File: src/rtl/core/b64lw_pkg.sv
// Package: shared types, character constants and the symbol lookup for the base64 encoder.
`default_nettype none

package b64lw_pkg;

    // ASCII codes used beside the base64 alphabet
    localparam logic [6:0] CHAR_PAD = 7'h3D;  // '='
    localparam logic [6:0] CHAR_CR  = 7'h0D;
    localparam logic [6:0] CHAR_LF  = 7'h0A;

    // Position of the next byte inside its three-byte group
    localparam logic [1:0] POS_FIRST  = 2'd0;
    localparam logic [1:0] POS_SECOND = 2'd1;
    localparam logic [1:0] POS_THIRD  = 2'd2;

    typedef struct packed {
        logic [7:0] data_byte;
        logic       final_byte;
    } t_in_item;

    typedef struct packed {
        logic [6:0] out_char;
        logic       last_char;
    } t_out_item;

    // One accepted byte, already turned into its characters
    typedef struct packed {
        logic [1:0]      last_idx;  // index of the final character of the item
        logic [3:0][6:0] chars;
    } t_group_entry;

    // Standard alphabet: A-Z a-z 0-9 + /
    function automatic logic [6:0] sym_char(input logic [5:0] v);
        logic [6:0] c;
        case (v) inside
            [6'd0:6'd25]:  c = 7'h41 + {1'b0, v};
            [6'd26:6'd51]: c = 7'h61 + {1'b0, v} - 7'd26;
            [6'd52:6'd61]: c = 7'h30 + {1'b0, v} - 7'd52;
            6'd62:         c = 7'h2B;
            default:       c = 7'h2F;
        endcase
        return c;
    endfunction

endpackage

`default_nettype wire

File: src/rtl/core/b64lw_front.sv
// Front end: accepts bytes, tracks group and line state, builds each item's characters.
`default_nettype none

module b64lw_front
    import b64lw_pkg::*;
(
    input  wire logic         i_clk,
    input  wire logic         i_rst_n,
    input  wire logic         i_push,
    output logic              o_full,
    input  wire t_in_item     i_in_item,
    input  wire logic         i_cfg_valid,
    output logic              o_cfg_ready,
    input  wire logic [7:0]   i_cfg_wrap_length,
    output logic              o_q_push,
    output t_group_entry      o_q_entry,
    input  wire logic         i_q_full
);

    logic [1:0] r_pos,  n_pos;
    logic [3:0] r_left, n_left;
    logic [7:0] r_rem,  n_rem;
    logic [7:0] r_wrap;

    // Reduction of the line count modulo a new wrap length, one bit a cycle
    logic       r_red_busy;
    logic [2:0] r_red_cnt;
    logic [7:0] r_red_acc;
    logic [7:0] r_red_src;
    logic [8:0] red_shift;
    logic [8:0] red_next;

    logic       accept;
    logic       cfg_wr;
    logic       wrap_on;
    logic [8:0] line_sum;
    logic [7:0] b;
    logic       fin;

    assign b           = i_in_item.data_byte;
    assign fin         = i_in_item.final_byte;
    assign wrap_on     = (r_wrap != 8'd0);
    assign o_cfg_ready = !r_red_busy;
    assign cfg_wr      = i_cfg_valid && o_cfg_ready;
    assign o_full      = i_q_full || r_red_busy;
    assign accept      = i_push && !o_full;
    assign o_q_push    = accept;

    // Count stays below the wrap length, so a few subtractions finish the modulo
    always_comb begin
        line_sum = {1'b0, r_rem} + 9'd4;
        for (int i = 0; i < 4; i++) begin
            if (line_sum >= {1'b0, r_wrap}) begin
                line_sum = line_sum - {1'b0, r_wrap};
            end
        end
    end

    always_comb begin
        red_shift = {r_red_acc, r_red_src[7]};
        red_next  = (red_shift >= {1'b0, r_wrap}) ? red_shift - {1'b0, r_wrap} : red_shift;
    end

    always_comb begin
        n_pos  = r_pos;
        n_left = r_left;
        n_rem  = r_rem;
        o_q_entry = '0;
        case (r_pos)
            POS_SECOND: begin
                o_q_entry.chars[0] = sym_char({r_left[1:0], b[7:4]});
                n_left = b[3:0];
                n_pos  = POS_THIRD;
                if (fin) begin
                    o_q_entry.chars[1] = sym_char({b[3:0], 2'b00});
                    o_q_entry.chars[2] = CHAR_PAD;
                    o_q_entry.last_idx = 2'd2;
                end
            end
            POS_THIRD: begin
                o_q_entry.chars[0] = sym_char({r_left, b[7:6]});
                o_q_entry.chars[1] = sym_char(b[5:0]);
                o_q_entry.last_idx = 2'd1;
                n_left = 4'd0;
                n_pos  = POS_FIRST;
                if (wrap_on) begin
                    n_rem = line_sum[7:0];
                    if (line_sum[7:0] == 8'd0) begin
                        o_q_entry.chars[2] = CHAR_CR;
                        o_q_entry.chars[3] = CHAR_LF;
                        o_q_entry.last_idx = 2'd3;
                    end
                end
            end
            default: begin
                o_q_entry.chars[0] = sym_char(b[7:2]);
                n_left = {2'b00, b[1:0]};
                n_pos  = POS_SECOND;
                if (fin) begin
                    o_q_entry.chars[1] = sym_char({b[1:0], 4'b0000});
                    o_q_entry.chars[2] = CHAR_PAD;
                    o_q_entry.chars[3] = CHAR_PAD;
                    o_q_entry.last_idx = 2'd3;
                end
            end
        endcase
        if (fin) begin
            n_pos  = POS_FIRST;
            n_left = 4'd0;
            n_rem  = 8'd0;
        end
    end

    always_ff @(posedge i_clk) begin
        if (!i_rst_n) begin
            r_pos      <= POS_FIRST;
            r_left     <= 4'd0;
            r_rem      <= 8'd0;
            r_wrap     <= 8'd0;
            r_red_busy <= 1'b0;
            r_red_cnt  <= 3'd0;
        end else begin
            if (accept) begin
                r_pos  <= n_pos;
                r_left <= n_left;
                r_rem  <= n_rem;
            end
            if (cfg_wr) begin
                r_wrap     <= i_cfg_wrap_length;
                r_red_busy <= (i_cfg_wrap_length != 8'd0);
                r_red_cnt  <= 3'd0;
            end else if (r_red_busy) begin
                r_red_cnt <= r_red_cnt + 3'd1;
                if (r_red_cnt == 3'd7) begin
                    r_red_busy <= 1'b0;
                    r_rem      <= red_next[7:0];
                end
            end
        end
    end

    // Datapath of the reduction needs no reset
    always_ff @(posedge i_clk) begin
        if (cfg_wr) begin
            r_red_acc <= 8'd0;
            r_red_src <= r_rem;
        end else if (r_red_busy) begin
            r_red_acc <= red_next[7:0];
            r_red_src <= {r_red_src[6:0], 1'b0};
        end
    end

endmodule

`default_nettype wire

File: src/rtl/core/b64lw_queue.sv
// Small register queue of encoded items between front and back end.
`default_nettype none

module b64lw_queue
    import b64lw_pkg::*;
#(
    parameter int DEPTH = 2
) (
    input  wire logic          i_clk,
    input  wire logic          i_rst_n,
    input  wire logic          i_push,
    input  wire t_group_entry  i_entry,
    output logic               o_full,
    input  wire logic          i_pop,
    output t_group_entry       o_entry,
    output logic               o_empty
);

    localparam int PTR_W = (DEPTH > 1) ? $clog2(DEPTH) : 1;
    localparam int CNT_W = $clog2(DEPTH + 1);

    t_group_entry     r_mem [DEPTH];
    logic [PTR_W-1:0] r_wr_ptr;
    logic [PTR_W-1:0] r_rd_ptr;
    logic [CNT_W-1:0] r_count;
    logic             wr;
    logic             rd;

    assign o_full  = (r_count == CNT_W'(DEPTH));
    assign o_empty = (r_count == '0);
    assign wr      = i_push && !o_full;
    assign rd      = i_pop && !o_empty;
    assign o_entry = r_mem[r_rd_ptr];

    always_ff @(posedge i_clk) begin
        if (!i_rst_n) begin
            r_wr_ptr <= '0;
            r_rd_ptr <= '0;
            r_count  <= '0;
        end else begin
            if (wr) begin
                r_wr_ptr <= (r_wr_ptr == PTR_W'(DEPTH - 1)) ? '0 : r_wr_ptr + PTR_W'(1);
            end
            if (rd) begin
                r_rd_ptr <= (r_rd_ptr == PTR_W'(DEPTH - 1)) ? '0 : r_rd_ptr + PTR_W'(1);
            end
            if (wr && !rd) begin
                r_count <= r_count + CNT_W'(1);
            end else if (rd && !wr) begin
                r_count <= r_count - CNT_W'(1);
            end
        end
    end

    always_ff @(posedge i_clk) begin
        if (wr) begin
            r_mem[r_wr_ptr] <= i_entry;
        end
    end

endmodule

`default_nettype wire

File: src/rtl/core/b64lw_back.sv
// Back end: moves queued items into the output register one character a cycle while not stalled.
`default_nettype none

module b64lw_back
    import b64lw_pkg::*;
(
    input  wire logic          i_clk,
    input  wire logic          i_rst_n,
    input  wire t_group_entry  i_q_entry,
    input  wire logic          i_q_empty,
    output logic               o_q_pop,
    input  wire logic          i_pop,
    output logic               o_empty,
    output t_out_item          o_out_item
);

    logic [1:0] r_idx;
    logic       r_out_valid;
    t_out_item  r_out;
    logic       slot_free;
    logic       take;
    logic       at_last;

    assign slot_free  = !r_out_valid || i_pop;
    assign take       = slot_free && !i_q_empty;
    assign at_last    = (r_idx == i_q_entry.last_idx);
    assign o_q_pop    = take && at_last;
    assign o_empty    = !r_out_valid;
    assign o_out_item = r_out;

    always_ff @(posedge i_clk) begin
        if (!i_rst_n) begin
            r_idx       <= 2'd0;
            r_out_valid <= 1'b0;
        end else begin
            if (take) begin
                r_out_valid <= 1'b1;
                r_idx       <= at_last ? 2'd0 : r_idx + 2'd1;
            end else if (i_pop) begin
                r_out_valid <= 1'b0;
            end
        end
    end

    always_ff @(posedge i_clk) begin
        if (take) begin
            r_out.out_char  <= i_q_entry.chars[r_idx];
            r_out.last_char <= at_last;
        end
    end

endmodule

`default_nettype wire

File: src/rtl/core/base64_encoder_line_wrap.sv
// Top level of the base64 encoder with CR LF line wrap.
// A byte taken is stored in the item queue; its first character then goes to the output register.
// Throughput: up to one byte a cycle into the item queue while full is low; the output
//   gives one character a cycle while popped; a byte gives 1 to 4 (4/3 on average plus CR LF).
// Reset (synchronous, active low) clears group state, line count, wrap length and queue.
// A wrap length write of a nonzero value raises full while the count reduces.
`default_nettype none

module base64_encoder_line_wrap
    import b64lw_pkg::*;
#(
    parameter int QUEUE_DEPTH = 2
) (
    input  wire logic        i_clk,
    input  wire logic        i_rst_n,
    // byte input, queue style
    input  wire logic        push,
    output logic             full,
    input  wire t_in_item    i_in_item,
    // character output, queue style
    output logic             empty,
    input  wire logic        pop,
    output t_out_item        o_out_item,
    // wrap length register
    input  wire logic        cfg_valid,
    output logic             cfg_ready,
    input  wire logic [7:0]  i_cfg_wrap_length
);

    // Encoded items pass from the front end to the back end through this queue.
    // Each entry carries up to four characters and the index of the last one.
    logic         q_push;
    logic         q_full;
    logic         q_pop;
    logic         q_empty;
    t_group_entry q_wr_entry;
    t_group_entry q_rd_entry;

    // Front end: take a byte whenever the queue has room and no reduction runs, update group
    // position, leftover bits and line count, and emit the whole item's characters at once.
    b64lw_front u_front (
        .i_clk             (i_clk),
        .i_rst_n           (i_rst_n),
        .i_push            (push),
        .o_full            (full),
        .i_in_item         (i_in_item),
        .i_cfg_valid       (cfg_valid),
        .o_cfg_ready       (cfg_ready),
        .i_cfg_wrap_length (i_cfg_wrap_length),
        .o_q_push          (q_push),
        .o_q_entry         (q_wr_entry),
        .i_q_full          (q_full)
    );

    // Decouple the two sides so a stalled consumer does not block byte intake
    // until the queue fills.
    b64lw_queue #(
        .DEPTH (QUEUE_DEPTH)
    ) u_queue (
        .i_clk   (i_clk),
        .i_rst_n (i_rst_n),
        .i_push  (q_push),
        .i_entry (q_wr_entry),
        .o_full  (q_full),
        .i_pop   (q_pop),
        .o_entry (q_rd_entry),
        .o_empty (q_empty)
    );

    // Back end: while the output is free, hand out one character per cycle from
    // the queue head, flag the item's last one and drop the entry once it has left.
    b64lw_back u_back (
        .i_clk      (i_clk),
        .i_rst_n    (i_rst_n),
        .i_q_entry  (q_rd_entry),
        .i_q_empty  (q_empty),
        .o_q_pop    (q_pop),
        .i_pop      (pop),
        .o_empty    (empty),
        .o_out_item (o_out_item)
    );

endmodule

`default_nettype wire

File: config.mk
export PLATFORM = sky130hd
export DESIGN_NAME = base64_encoder_line_wrap
export DESIGN_NICKNAME = d
export VERILOG_FILES = /design/src/rtl/core/b64lw_pkg.sv /design/src/rtl/core/b64lw_front.sv /design/src/rtl/core/b64lw_queue.sv /design/src/rtl/core/b64lw_back.sv /design/src/rtl/core/base64_encoder_line_wrap.sv
export SDC_FILE = /design/constraint.sdc
export NUM_CORES = 1
export LEC_CHECK = 0
export BUFFER_PORTS_ARGS = -buffer_cell sky130_fd_sc_hd__buf_2
export CAP_MARGIN = 20
export CORE_ASPECT_RATIO = 1.1
export CORE_MARGIN = 2
export CORE_UTILIZATION = 58
export CTS_CLUSTER_SIZE = 28
export DETAILED_ROUTE_END_ITERATION = 12
export PLACE_DENSITY = 0.75
export REMOVE_ABC_BUFFERS = 1
export SYNTH_ARGS = -nofsm -noshare
export SYNTH_HDL_FRONTEND = slang
export SYNTH_SLANG_ARGS = --single-unit
File: constraint.sdc
create_clock -name i_clk -period 16.2 [get_ports i_clk]
set_input_delay 1.62 -clock i_clk [delete_from_list [all_inputs] [get_ports i_clk]]
set_output_delay 1.62 -clock i_clk [all_outputs]
set_load 0.01 [all_outputs]
==> summary.md, run 1 <==
| Metric | Value |
|---|---|
| Run status | finished clean |
| Wire length of the first global-routing pass | 34,300 microns |
| Buffer type at the clock tree root | sky130_fd_sc_hd__clkbuf_16 |
| Area growth from synthesis to layout | 7.11% |
| Psw | 0.658 mW |
| Sinks on the clock net | 98 |
| Net count of the finished layout | 1,089 |
| Longest Clk Path Bufs | 2 |
| Max cap viols | 0 |
| Max Slew Vio Count | 0 |
| Starting density of the core | 59.0% |
| Proportion of register bits with asynchronous set or reset after synthesis | 0% |
| Part of the power in combinational logic | 61.1% |
| Warnings from Yosys | 0 |
| Uppermost layer routed | met4 |
| Post-synth top area cell | sky130_fd_sc_hd__edfxtp_1 |
| Final Hold Fails | 0 |
| Finished Layout Cells | 1,188 |
| Sequential power share | 23.7% |
| Post-synthesis cell area | 8450 sq um |
| Number of hold buffers added after cts | 0 |
| Nature of the critical path endpoint | register |
| Hpwl dp | 15,800 microns |
| Final count of negative-setup-slack endpoints | 0 |
| Static power due to leakage | 3.54 nW |
| Fin util | 63.2% |
| Number of ports placed on the die boundary | 33 |
| Most common cell after layout, fill and taps aside | sky130_fd_sc_hd__nand2_1 |
| DRC marker count from the first detailed-route iteration | 636 |
| Part of the cycle the worst path needs | 57.1% |
| Clock tree from TritonCTS | yes |
| Router iterations before antenna repair | 7 |
| Total Negative Setup Slacks | 0 ns |
| Min-Delay Path Depth | 2 |
| Kind of start point of the critical path | register |
| GRT overflow | 0 |
| Yosys cell types | 89 |
| Core area | 14,300 sq um |
| Cell count of the worst reg-to-reg path | 37 |
| Number of rows created at floorplan | 46 |
| Die area | 15,600 sq um |
| Syn_area_per_cell | 8.59 sq um |
| Cts bufs inserted | 9 |
| Slowest CP cell | sky130_fd_sc_hd__o21ai_0 |
| Maximum operating frequency | 0.108 GHz |
| Pint | 0.836 mW |
| Drt total wl | 21,200 microns |
| Vias in the first global route | 6,828 |
| Number of gates resized after CTS | 0 |
| Number of antenna violations at the first check in global routing | 0 |
| Final GP Congestion | 0.959 |
| Top cells by area in the synthesized netlist | sky130_fd_sc_hd__edfxtp_1 20%, sky130_fd_sc_hd__ha_1 11%, sky130_fd_sc_hd__dfxtp_1 9.9%, sky130_fd_sc_hd__nand2_1 5.0%, sky130_fd_sc_hd__a21oi_1 4.7% |
| Post-CTS setup buffers | 0 |
| CP Max Fanout | 11 |
| Pin count of the biggest net entering global routing | 31 |
| Fraction of power spent switching nets | 44.0% |
| Post-synth EDFFs | 56 |
| Data arrival time at the worst-slack endpoint | 9.33 ns |
| Kind of path behind the tightest hold check | register to register |
| Flip-flop cell with the highest count after synthesis | sky130_fd_sc_hd__edfxtp_1 |
| Gate count of the mapped netlist | 984 |
| Fraction of post-synthesis cell area in the top cell type by area | 19.9% |
| Width of the die | 119 microns |
| Final routed wire length divided by cell count | 17.8 microns |
| Crit path time final | 9.25 ns |
| Kind of critical path | register to register |
| CTS clk-pin slew, worst paths | 0.07 ns |
| Max-slew headroom at the worst pin | 36.5% |
| Power per cell area | 165 nW/um^2 |
| Placed instance count | 1,171 |
| WP data required | 16.28 ns |
| Number of vias per cell | 6.32 |
| Routed length on met1 | 9640 microns |
| Residual DRC count | 0 |
| Gr usage total | 27.4% |
| Die extent in y | 131 microns |
| Met3 layer wire length in the routed design | 1360 microns |
| Maximum clock skew at final layout | 0.00959 ns |
| Clock latency on the worst-skew pair | 0.35 ns |
| Antenna diode instance count | 0 |
| Part of the Yosys area used for sequential elements | 29.8% |
| Worst supply voltage drop on vdd | 0.101 mV |
| Unrepaired setup endpoints after global routing | no |
| Flops & latches, synth | 98 |
| Delay of the slowest cell on the worst path | 0.50 ns |
| Least-Margin Pin Slew | 0.940 ns |
| Fraction of layout cells with a size suffix above 1 | 11.0% |
| Most used cells in the layout excluding fill and tap cells | 113 x sky130_fd_sc_hd__nand2_1, 80 x sky130_fd_sc_hd__a21oi_1, 71 x sky130_fd_sc_hd__o21ai_0, 71 x sky130_fd_sc_hd__ha_1, 66 x sky130_fd_sc_hd__nor2_1 |
| Number of buffers inserted by port buffering | 32 |
| Routed length on met2 | 9800 microns |
| Total number of vias | 7,509 |
| Remaining number of nets flagged by the antenna check after routing | 0 |
| H-tree Lvls | 3 |
| Clk network pwr share | 15.1% |
power groups by stage:
| stage | clock (mW) | sequential [mW] | combinational, mW |
|---|---|---|---|
| 2_1_floorplan | 0 | 0.358 | 0.699 |
| 3_3_place_gp | 0 | 0.359 | 0.879 |
| 3_5_place_dp | 0 | 0.360 | 0.891 |
| 4_1_cts | 0.229 | 0.355 | 0.899 |
| 5_1_grt | 0.239 | 0.361 | 1.01 |
| 6_report | 0.226 | 0.355 | 0.913 |
worst max-delay path: cells and delay by family, from the launching register on:
family / cells / cell delay (ns)
AOI/OAI and AO/OA: 17 / 4.12
and+or+nand+nor: 10 / 2.02
xor gates and xnor gates: 1 / 0.21
muxes: 2 / 0.80
DFF: 1 / 0.42
adders and majority gates: 4 / 1.14
buffers and inverters: 3 / 0.26
flip-flops by register name, summed over array words and instances, names as in the netlist, 2 cells and up, named ones only:
name,count
u_queue.r_mem,40
u_back.o_out_item,8
u_front.r_red_acc,8
u_front.r_red_src,8
u_front.r_rem,8
u_front.r_wrap,8
u_front.r_left,4
u_front.r_red_cnt,3
u_back.r_idx,2
u_front.r_pos,2
u_queue.r_count,2
path summary, 6_finish.rpt:
| path | start | end | slack [ns] |
|---|---|---|---|
| setup / recovery | u_front.r_rem[4]$_SDFF_PN0_ | u_queue.r_mem[0][17]$_DFFE_PP_ | 6.95 |
| hold / removal | u_front.r_wrap[5]$_SDFFE_PN0P_ | u_front.r_wrap[5]$_SDFFE_PN0P_ | 0.48 |
| setup reg to reg | u_front.r_rem[4]$_SDFF_PN0_ | u_queue.r_mem[0][17]$_DFFE_PP_ | 6.95 |
| hold reg to reg | u_front.r_wrap[5]$_SDFFE_PN0P_ | u_front.r_wrap[5]$_SDFFE_PN0P_ | 0.48 |
metal layers:
| metal | GRT usage [%] | up-vias |
|---|---|---|
| met4 | 7.98 | 0 |
| met2 | 45.9 | 296 |
| li1 | - | 3661 |
| met5 | 0 | - |
| met3 | 3.65 | 29 |
| met1 | 37.5 | 3523 |
cell usage after synthesis (4+ instances only):
cell type and number:
sky130_fd_sc_hd__nand2_1 113, sky130_fd_sc_hd__a21oi_1 80, sky130_fd_sc_hd__ha_1 71, sky130_fd_sc_hd__o21ai_0 71, sky130_fd_sc_hd__nor2_1 66, sky130_fd_sc_hd__inv_1 61, sky130_fd_sc_hd__edfxtp_1 56, sky130_fd_sc_hd__dfxtp_1 42
sky130_fd_sc_hd__nand3_1 37, sky130_fd_sc_hd__xnor2_1 33, sky130_fd_sc_hd__clkbuf_1 32, sky130_fd_sc_hd__a31oi_1 19, sky130_fd_sc_hd__mux2_2 18, sky130_fd_sc_hd__a21o_1 17, sky130_fd_sc_hd__nand2b_1 16, sky130_fd_sc_hd__xor2_1 16
sky130_fd_sc_hd__mux2i_1 14, sky130_fd_sc_hd__nor3_1 13, sky130_fd_sc_hd__nor2b_1 11, sky130_fd_sc_hd__o221ai_1 10, sky130_fd_sc_hd__nand4_1 9, sky130_fd_sc_hd__o21a_1 9, sky130_fd_sc_hd__a221oi_1 8, sky130_fd_sc_hd__and3_1 8
sky130_fd_sc_hd__o211ai_1 8, sky130_fd_sc_hd__mux4_2 7, sky130_fd_sc_hd__o22ai_1 7, sky130_fd_sc_hd__o31ai_1 7, sky130_fd_sc_hd__or3_1 7, sky130_fd_sc_hd__a22o_1 6, sky130_fd_sc_hd__a211oi_1 5, sky130_fd_sc_hd__a31o_2 5
sky130_fd_sc_hd__fa_1 5, sky130_fd_sc_hd__or2_2 5, sky130_fd_sc_hd__buf_1 4, sky130_fd_sc_hd__nor4_1 4, sky130_fd_sc_hd__o21ai_1 4
layout make-up:
type                       instances  area (sq um)
multi-input combinational        784          5530
fill                            1247          5280
sequential                        98          2520
inverter                          64           240
tap                              192           240
clock buffer                      10           239
timing repair buffer              34           195
clock inverter                     6          83.8
cell families (layout without fill, tap and decap cells):
kind of cell / count (synthesis) / after routing / share of synthesized area [%]
simple gates: 315 / 315 / 18.2
compound gates: 303 / 303 / 24.1
buf+inv: 102 / 114 / 4.71
flops: 98 / 98 / 29.8
fa+ha+maj: 76 / 76 / 11.7
xor+xnor: 49 / 49 / 5.08
mux: 41 / 41 / 6.28
metrics by stage:
step	setup slack (ns)	hold WS (ns)	instance area (sq um)	power, mW
CTS	7.00	0.478	9020	1.48
global placement	7.39	0.459	8700	1.24
floorplan	8.02	0.440	8290	1.06
global route	6.12	0.496	9050	1.61
finish	6.95	0.475	9050	1.49
detailed placement	7.02	0.470	8700	1.25
(Power assumes the default switching activity.)
==> run 2, diff against run 1 <==
--- a/config.mk
+++ b/config.mk
@@ -5,6 +5,7 @@
 export SDC_FILE = /design/constraint.sdc
 export NUM_CORES = 1
 export LEC_CHECK = 0
+export ABC_AREA = 1
 export BUFFER_PORTS_ARGS = -buffer_cell sky130_fd_sc_hd__buf_2
 export CAP_MARGIN = 20
 export CORE_ASPECT_RATIO = 1.1
@@ -12,7 +13,7 @@
 export CORE_UTILIZATION = 58
 export CTS_CLUSTER_SIZE = 28
 export DETAILED_ROUTE_END_ITERATION = 12
-export PLACE_DENSITY = 0.75
+export PLACE_DENSITY = 0.78
 export REMOVE_ABC_BUFFERS = 1
 export SYNTH_ARGS = -nofsm -noshare
 export SYNTH_HDL_FRONTEND = slang
==> constraint.sdc (replaced) <==
create_clock -name i_clk -period 7.9 [get_ports i_clk]
set_input_delay 0.79 -clock i_clk [delete_from_list [all_inputs] [get_ports i_clk]]
set_output_delay 0.79 -clock i_clk [all_outputs]
set_load 0.01 [all_outputs]
==> run 2 against run 1 <==
Maximum frequency is 27% higher. Via count is 11% higher. Utilization is 1.6 points higher. Die area is 2.1% higher. Critical path depth is 7 higher. Final area is 3.7% higher. Synthesized area is 2.1% higher. Critical path type unchanged.
==> summary.md, run 2 <==
| Metric | Value |
|---|---|
| Post-synth EDFFs | 56 |
| Pin count of the biggest net entering global routing | 25 |
| Gr usage total | 29.2% |
| WP data required | 8.00 ns |
| Slowest CP cell | sky130_fd_sc_hd__fa_1 |
| Sum of buffers and inverters on the critical path | 4 |
| Core area | 14,500 sq um |
| Final Hold Fails | 0 |
| Fraction of post-synthesis cell area in the top cell type by area | 19.5% |
| Psw | 1.70 mW |
| Max-slew headroom at the worst pin | 31.0% |
| Run status | finished clean |
| Residual DRC count | 0 |
| Cell count of the worst reg-to-reg path | 44 |
| Flip-flop cell with the highest count after synthesis | sky130_fd_sc_hd__edfxtp_1 |
| Hpwl dp | 18,100 microns |
| Post-Route Hold Slack | 0.466 ns |
| Yosys cell types | 56 |
| Die extent in y | 132 microns |
| Kind of path behind the tightest hold check | register to register |
| Part of the Yosys area used for sequential elements | 29.2% |
| Max cap viols | 0 |
| Final count of negative-setup-slack endpoints | 0 |
| Starting density of the core | 59.5% |
| Family of cells with the greatest summed delay on the critical path | simple AND/OR/NAND/NOR gates |
| Worst Hold End | u_front.r_red_acc[7]$_SDFFE_PP0P_ |
| Clk network pwr share | 13.9% |
| Part of the cycle the worst path needs | 92.4% |
| Number of vias per cell | 5.84 |
| Post-synth top area cell | sky130_fd_sc_hd__edfxtp_1 |
| Most common cell after layout, fill and taps aside | sky130_fd_sc_hd__nand2_1 |
| Number of rows created at floorplan | 46 |
| Number of antenna violations at the first check in global routing | 0 |
| Number of buffers inserted by port buffering | 32 |
| Min-Delay Path Depth | 2 |
| CP Max Fanout | 10 |
| Clock tree from TritonCTS | yes |
| Antenna diode instance count | 0 |
| Data arrival time at the worst-slack endpoint | 7.40 ns |
| Warnings from Yosys | 0 |
| Syn_area_per_cell | 7.12 sq um |
| Total Negative Setup Slacks | 0 ns |
| Crit-path most repeated cell | sky130_fd_sc_hd__nand2_1 |
| Max Slew Vio Count | 0 |
| Remaining number of nets flagged by the antenna check after routing | 0 |
| Top reg by flops | u_queue.r_mem |
| Least-Margin Pin Slew | 1.03 ns |
| Most used standard cells in the synthesized netlist | 280 x sky130_fd_sc_hd__nand2_1, 176 x sky130_fd_sc_hd__inv_1, 103 x sky130_fd_sc_hd__a21oi_1, 101 x sky130_fd_sc_hd__o21ai_0, 71 x sky130_fd_sc_hd__ha_1 |
| Post-synthesis cell area | 8630 sq um |
| Part of the power in combinational logic | 65.3% |
| Area growth from synthesis to layout | 8.78% |
| Worst supply voltage drop on vdd | 0.342 mV |
| Cts bufs inserted | 9 |
| Pint | 1.74 mW |
| Worst setup slack for register-to-register paths | 0.60 ns |
| Delay of the slowest cell on the worst path | 0.44 ns |
| Nature of the critical path endpoint | register |
| Top cells by area in the synthesized netlist | sky130_fd_sc_hd__edfxtp_1 19%, sky130_fd_sc_hd__nand2_1 12%, sky130_fd_sc_hd__ha_1 10%, sky130_fd_sc_hd__dfxtp_1 9.7%, sky130_fd_sc_hd__inv_1 7.7% |
| Crit path time final | 7.30 ns |
| Gate count of the mapped netlist | 1,212 |
| Proportion of register bits with asynchronous set or reset after synthesis | 0% |
| Fraction of power spent switching nets | 49.4% |
| Kind of critical path | register to register |
| Vias in the first global route | 7,531 |
| Longest Clk Path Bufs | 2 |
| Flip-flop count of the largest register after layout | 40 |
| H-tree Lvls | 3 |
| Total number of vias | 8,372 |
| Clock latency on the worst-skew pair | 0.35 ns |
| Unrepaired setup endpoints after global routing | no |
| Number of hold buffers added after cts | 0 |
| Final GP Congestion | 0.995 |
| Endpoint of the most critical register-to-register path | u_queue.r_mem[0][24]$_DFFE_PP_ |
| Number of ports placed on the die boundary | 33 |
| CTS clk-pin slew, worst paths | 0.07 ns |
| Net count of the finished layout | 1,334 |
| Static power due to leakage | 4.28 nW |
| Kind of start point of the critical path | register |
| Fraction of layout cells with a size suffix above 1 | 9.02% |
| Width of the die | 120 microns |
| Start of the worst register-to-register path | u_front.r_rem[3]$_SDFF_PN0_ |
| Buffer type at the clock tree root | sky130_fd_sc_hd__clkbuf_16 |
| Wire length of the first global-routing pass | 37,200 microns |
| GRT overflow | 0 |
| DRC marker count from the first detailed-route iteration | 862 |
| Sinks on the clock net | 98 |
| Sequential power share | 20.8% |
| Drt total wl | 23,500 microns |
| Final routed wire length divided by cell count | 16.4 microns |
| Power per cell area | 366 nW/um^2 |
| Maximum clock skew at final layout | 0.0105 ns |
| Hold_sp | u_front.r_red_acc[7]$_SDFFE_PP0P_ |
| Flops & latches, synth | 98 |
| Router iterations before antenna repair | 6 |
| Maximum operating frequency | 0.137 GHz |
| Most used cells in the layout excluding fill and tap cells | 279 x sky130_fd_sc_hd__nand2_1, 175 x sky130_fd_sc_hd__inv_1, 101 x sky130_fd_sc_hd__a21oi_1 |
| Cell with the most instances after synthesis | sky130_fd_sc_hd__nand2_1 |
| Die area | 15,900 sq um |
==> run 2: power by group through the flow <==
| stage | logic, mW | registers, mW | clock network [mW] |
|---|---|---|---|
| 6_report | 2.24 | 0.714 | 0.479 |
| 5_1_grt | 2.52 | 0.724 | 0.505 |
| 4_1_cts | 2.17 | 0.713 | 0.483 |
| 3_5_place_dp | 2.15 | 0.724 | 0 |
| 3_3_place_gp | 2.13 | 0.721 | 0 |
| 2_1_floorplan | 1.68 | 0.723 | 0 |
==> run 2: cell families after synthesis <==
family                   count (synthesis)  synth area share (%)
buffers and inverters                  219                  9.67
XOR/XNOR                                56                  5.68
AND/OR/NAND/NOR                        467                  24.0
AO/OA/AOI/OAI                          295                  19.8
flip-flops                              98                  29.2
multiplexers                             1                 0.116
adder cells (fa/ha/maj)                 76                  11.5
==> run 2: tightest hold or removal path: stages (launching register included) <==
cell	delay, ns
sky130_fd_sc_hd__dfxtp_1	0.32
sky130_fd_sc_hd__nand2_1	0.06
sky130_fd_sc_hd__nand2_1	0.05
==> run 2: repair_timing <==
item / CTS / global route
resized for setup: 0 / 16
buffers inserted: 0 / 3
setup endpoints to repair: 0 / 14
==> run 2: through the flow <==
step	cell area, sq um	instances	total power, mW	setup slack, ns	utilization (%)
after global routing	9390	1433	3.75	0.00893	64.7
after floorplan	8500	1179	2.40	1.39	-
after detailed placement	8970	1413	2.88	0.423	61.9
after global placement	8970	1413	2.85	0.610	61.9
after CTS	9300	1429	3.36	0.379	64.1
final	9390	1433	3.43	0.597	64.7
==> run 2: area by class of cell <==
| cell class | instances | area, sq um |
|---|---|---|
| clock buffers | 10 | 229 |
| flip-flops and latches | 98 | 2520 |
| repair buffers | 45 | 258 |
| fillers | 1327 | 5110 |
| clock inverters | 6 | 97.6 |
| well taps | 192 | 240 |
| inverters | 186 | 702 |
| multi-input cells | 896 | 5340 |
==> run 2: how the worst max path moves through the flow <==
stage,start,depth (start not counted),slack (ns),to
3_5_place_dp,u_front.r_rem[2]$_SDFF_PN0_,47,0.42,u_queue.r_mem[0][24]$_DFFE_PP_
5_1_grt,u_front.r_rem[3]$_SDFF_PN0_,52,0.009,u_queue.r_mem[0][24]$_DFFE_PP_
3_3_place_gp,u_front.r_rem[2]$_SDFF_PN0_,50,0.61,u_queue.r_mem[0][24]$_DFFE_PP_
4_1_cts,u_front.r_rem[2]$_SDFF_PN0_,48,0.38,u_queue.r_mem[0][24]$_DFFE_PP_
6_report,u_front.r_rem[3]$_SDFF_PN0_,44,0.60,u_queue.r_mem[0][24]$_DFFE_PP_
2_1_floorplan,u_front.r_rem[2]$_SDFF_PN0_,50,1.39,u_queue.r_mem[0][24]$_DFFE_PP_
==> run 2: layer usage <==
metal  part of all wire (%)  vias to the layer above  global-route usage, %
met3                    8.7                       55                   5.28
met2                     44                      368                   45.3
met1                     44                     3823                   42.1
met4                    2.4                        0                   7.69
met5                      0                        -                      0
li1                       -                     4126                      -
==> run 3, diff against run 2 <==
--- a/config.mk
+++ b/config.mk
@@ -13,8 +13,10 @@
 export CORE_UTILIZATION = 58
 export CTS_CLUSTER_SIZE = 28
 export DETAILED_ROUTE_END_ITERATION = 12
-export PLACE_DENSITY = 0.78
+export MAX_ROUTING_LAYER = met4
+export PLACE_DENSITY_LB_ADDON = 0.15
 export REMOVE_ABC_BUFFERS = 1
+export SLEW_MARGIN = 40
 export SYNTH_ARGS = -nofsm -noshare
 export SYNTH_HDL_FRONTEND = slang
 export SYNTH_SLANG_ARGS = --single-unit
==> run 3 against run 2 <==
Maximum frequency decreased by 0.58%. Cell count unchanged. Clock-buffer cell count down 1. Highest routed layer unchanged. Largest power group unchanged. Clock skew increased by 0.0078 ns. Utilization down 0.060 points. Worst setup slack worse by 0.043 ns.
==> summary.md, run 3 (synthesis gave the netlist of run 2 again) <==
| Metric | Value |
|---|---|
| CP Max Fanout | 10 |
| Clock tree from TritonCTS | yes |
| Die area | 15,900 sq um |
| Vias in the first global route | 7,542 |
| Kind of path behind the tightest hold check | register to register |
| Net count of the finished layout | 1,334 |
| Total number of vias | 8,379 |
| Worst supply voltage drop on vdd | 0.297 mV |
| Antenna diode instance count | 0 |
| Run status | finished clean |
| CTS clk-pin slew, worst paths | 0.09 ns |
| Crit-path most repeated cell | sky130_fd_sc_hd__nand2_1 |
| Top reg by flops | u_queue.r_mem |
| Hpwl dp | 17,500 microns |
| Residual DRC count | 0 |
| Final instance area | 9380 sq um |
| Most used cells in the layout excluding fill and tap cells | 278 x sky130_fd_sc_hd__nand2_1, 175 x sky130_fd_sc_hd__inv_1, 101 x sky130_fd_sc_hd__a21oi_1 |
| Max cap viols | 0 |
| Clock latency on the worst-skew pair | 0.36 ns |
| Maximum operating frequency | 0.136 GHz |
| GRT overflow | 0 |
| Drt total wl | 23,200 microns |
| Router iterations before antenna repair | 5 |
| Nature of the critical path endpoint | register |
| Kind of start point of the critical path | register |
| Number of hold buffers added after cts | 0 |
| Core area | 14,500 sq um |
| Sinks on the clock net | 98 |
| Pin count of the biggest net entering global routing | 25 |
| Post-Route Hold Slack | 0.471 ns |
| Static power due to leakage | 4.27 nW |
| Buffer type at the clock tree root | sky130_fd_sc_hd__clkbuf_16 |
| Final Hold Fails | 0 |
| Area growth from synthesis to layout | 8.68% |
| Family of cells with the greatest summed delay on the critical path | simple AND/OR/NAND/NOR gates |
| Delay of the slowest cell on the worst path | 0.39 ns |
| Least-Margin Pin Slew | 0.769 ns |
| Cts bufs inserted | 9 |
| Number of rows created at floorplan | 46 |
| H-tree Lvls | 3 |
| Width of the die | 120 microns |
| Gr usage total | 29.7% |
| Data arrival time at the worst-slack endpoint | 7.57 ns |
| Flip-flop count of the largest register after layout | 40 |
| Final count of negative-setup-slack endpoints | 0 |
| Max Slew Vio Count | 0 |
| Power per cell area | 364 nW/um^2 |
| Most common cell after layout, fill and taps aside | sky130_fd_sc_hd__nand2_1 |
| Post-detailed-placement cell area | 8930 sq um |
| Maximum clock skew at final layout | 0.0183 ns |
| Number of vias per cell | 5.85 |
| Kind of critical path | register to register |
| Number of buffers inserted by port buffering | 32 |
| Crit path time final | 7.35 ns |
| Fraction of layout cells with a size suffix above 1 | 9.51% |
| Fin util | 64.7% |
| Longest Clk Path Bufs | 2 |
| Sum of buffers and inverters on the critical path | 5 |
| Max-slew headroom at the worst pin | 48.7% |
| Power, Total | 3.41 mW |
| Number of antenna violations at the first check in global routing | 0 |
| Wire length of the first global-routing pass | 37,100 microns |
| DRC marker count from the first detailed-route iteration | 842 |
| Part of the cycle the worst path needs | 93.0% |
| Final routed wire length divided by cell count | 16.2 microns |
| Number of ports placed on the die boundary | 33 |
| Remaining number of nets flagged by the antenna check after routing | 0 |
| Starting density of the core | 59.5% |
| Die extent in y | 132 microns |
| Final GP Congestion | 1.00 |
| WP data required | 8.12 ns |
| Slowest CP cell | sky130_fd_sc_hd__ha_1 |
[run 3: cell type report]
class                      instances  area [sq um]
inverter                         186           702
multi-input combinational        896          5350
clock inverter                     7          81.3
clock buffer                       9           225
tap                              192           240
timing repair buffer              45           258
fill                            1331          5120
sequential                        98          2520
[run 3: repair_timing]
action / 4_1_cts / 5_1_grt
gates resized for setup: 0 / 18
endpoints found under the setup margin: 0 / 14
buffers inserted: 0 / 9
[run 3: tightest hold or removal path, cell delays in order, from the launching register on]
cell and delay (ns):
sky130_fd_sc_hd__dfxtp_1 0.32, sky130_fd_sc_hd__nand2_1 0.06, sky130_fd_sc_hd__nand2_1 0.05
[run 3: routing by layer]
layer	global-route usage [%]	wire length, microns	up-vias
li1	-	-	4116
met1	40.4	10400	3897
met2	46.2	10700	320
met3	5.19	1590	46
met4	7.11	442	0
met5	-	0	-
[run 3: path summary, 6_finish.rpt]
kind	from	to	slack [ns]	cells after the start
hold / removal	u_front.r_red_acc[7]$_SDFFE_PP0P_	u_front.r_red_acc[7]$_SDFFE_PP0P_	0.47	2
setup / recovery	u_front.r_rem[3]$_SDFF_PN0_	u_queue.r_mem[0][24]$_DFFE_PP_	0.55	49
setup reg to reg	u_front.r_rem[3]$_SDFF_PN0_	u_queue.r_mem[0][24]$_DFFE_PP_	0.55	49
hold reg to reg	u_front.r_red_acc[7]$_SDFFE_PP0P_	u_front.r_red_acc[7]$_SDFFE_PP0P_	0.47	2
[run 3: report_power, final]
group | total [mW] | internal, mW | switching (mW)
combinational | 2.26 | 0.800 | 1.46
clock | 0.441 | 0.226 | 0.215
sequential | 0.715 | 0.658 | 0.0572
total | 3.41 | 1.68 | 1.73
[run 3: stage by stage]
step / cells / setup WS, ns / setup TNS (ns)
3_5_place_dp: 1407 / 0.420 / 0
5_1_grt: 1433 / -0.147 / -0.843
4_1_cts: 1423 / 0.393 / 0
3_3_place_gp: 1407 / 0.657 / 0
2_1_floorplan: 1179 / 1.39 / 0
6_report: 1433 / 0.554 / 0
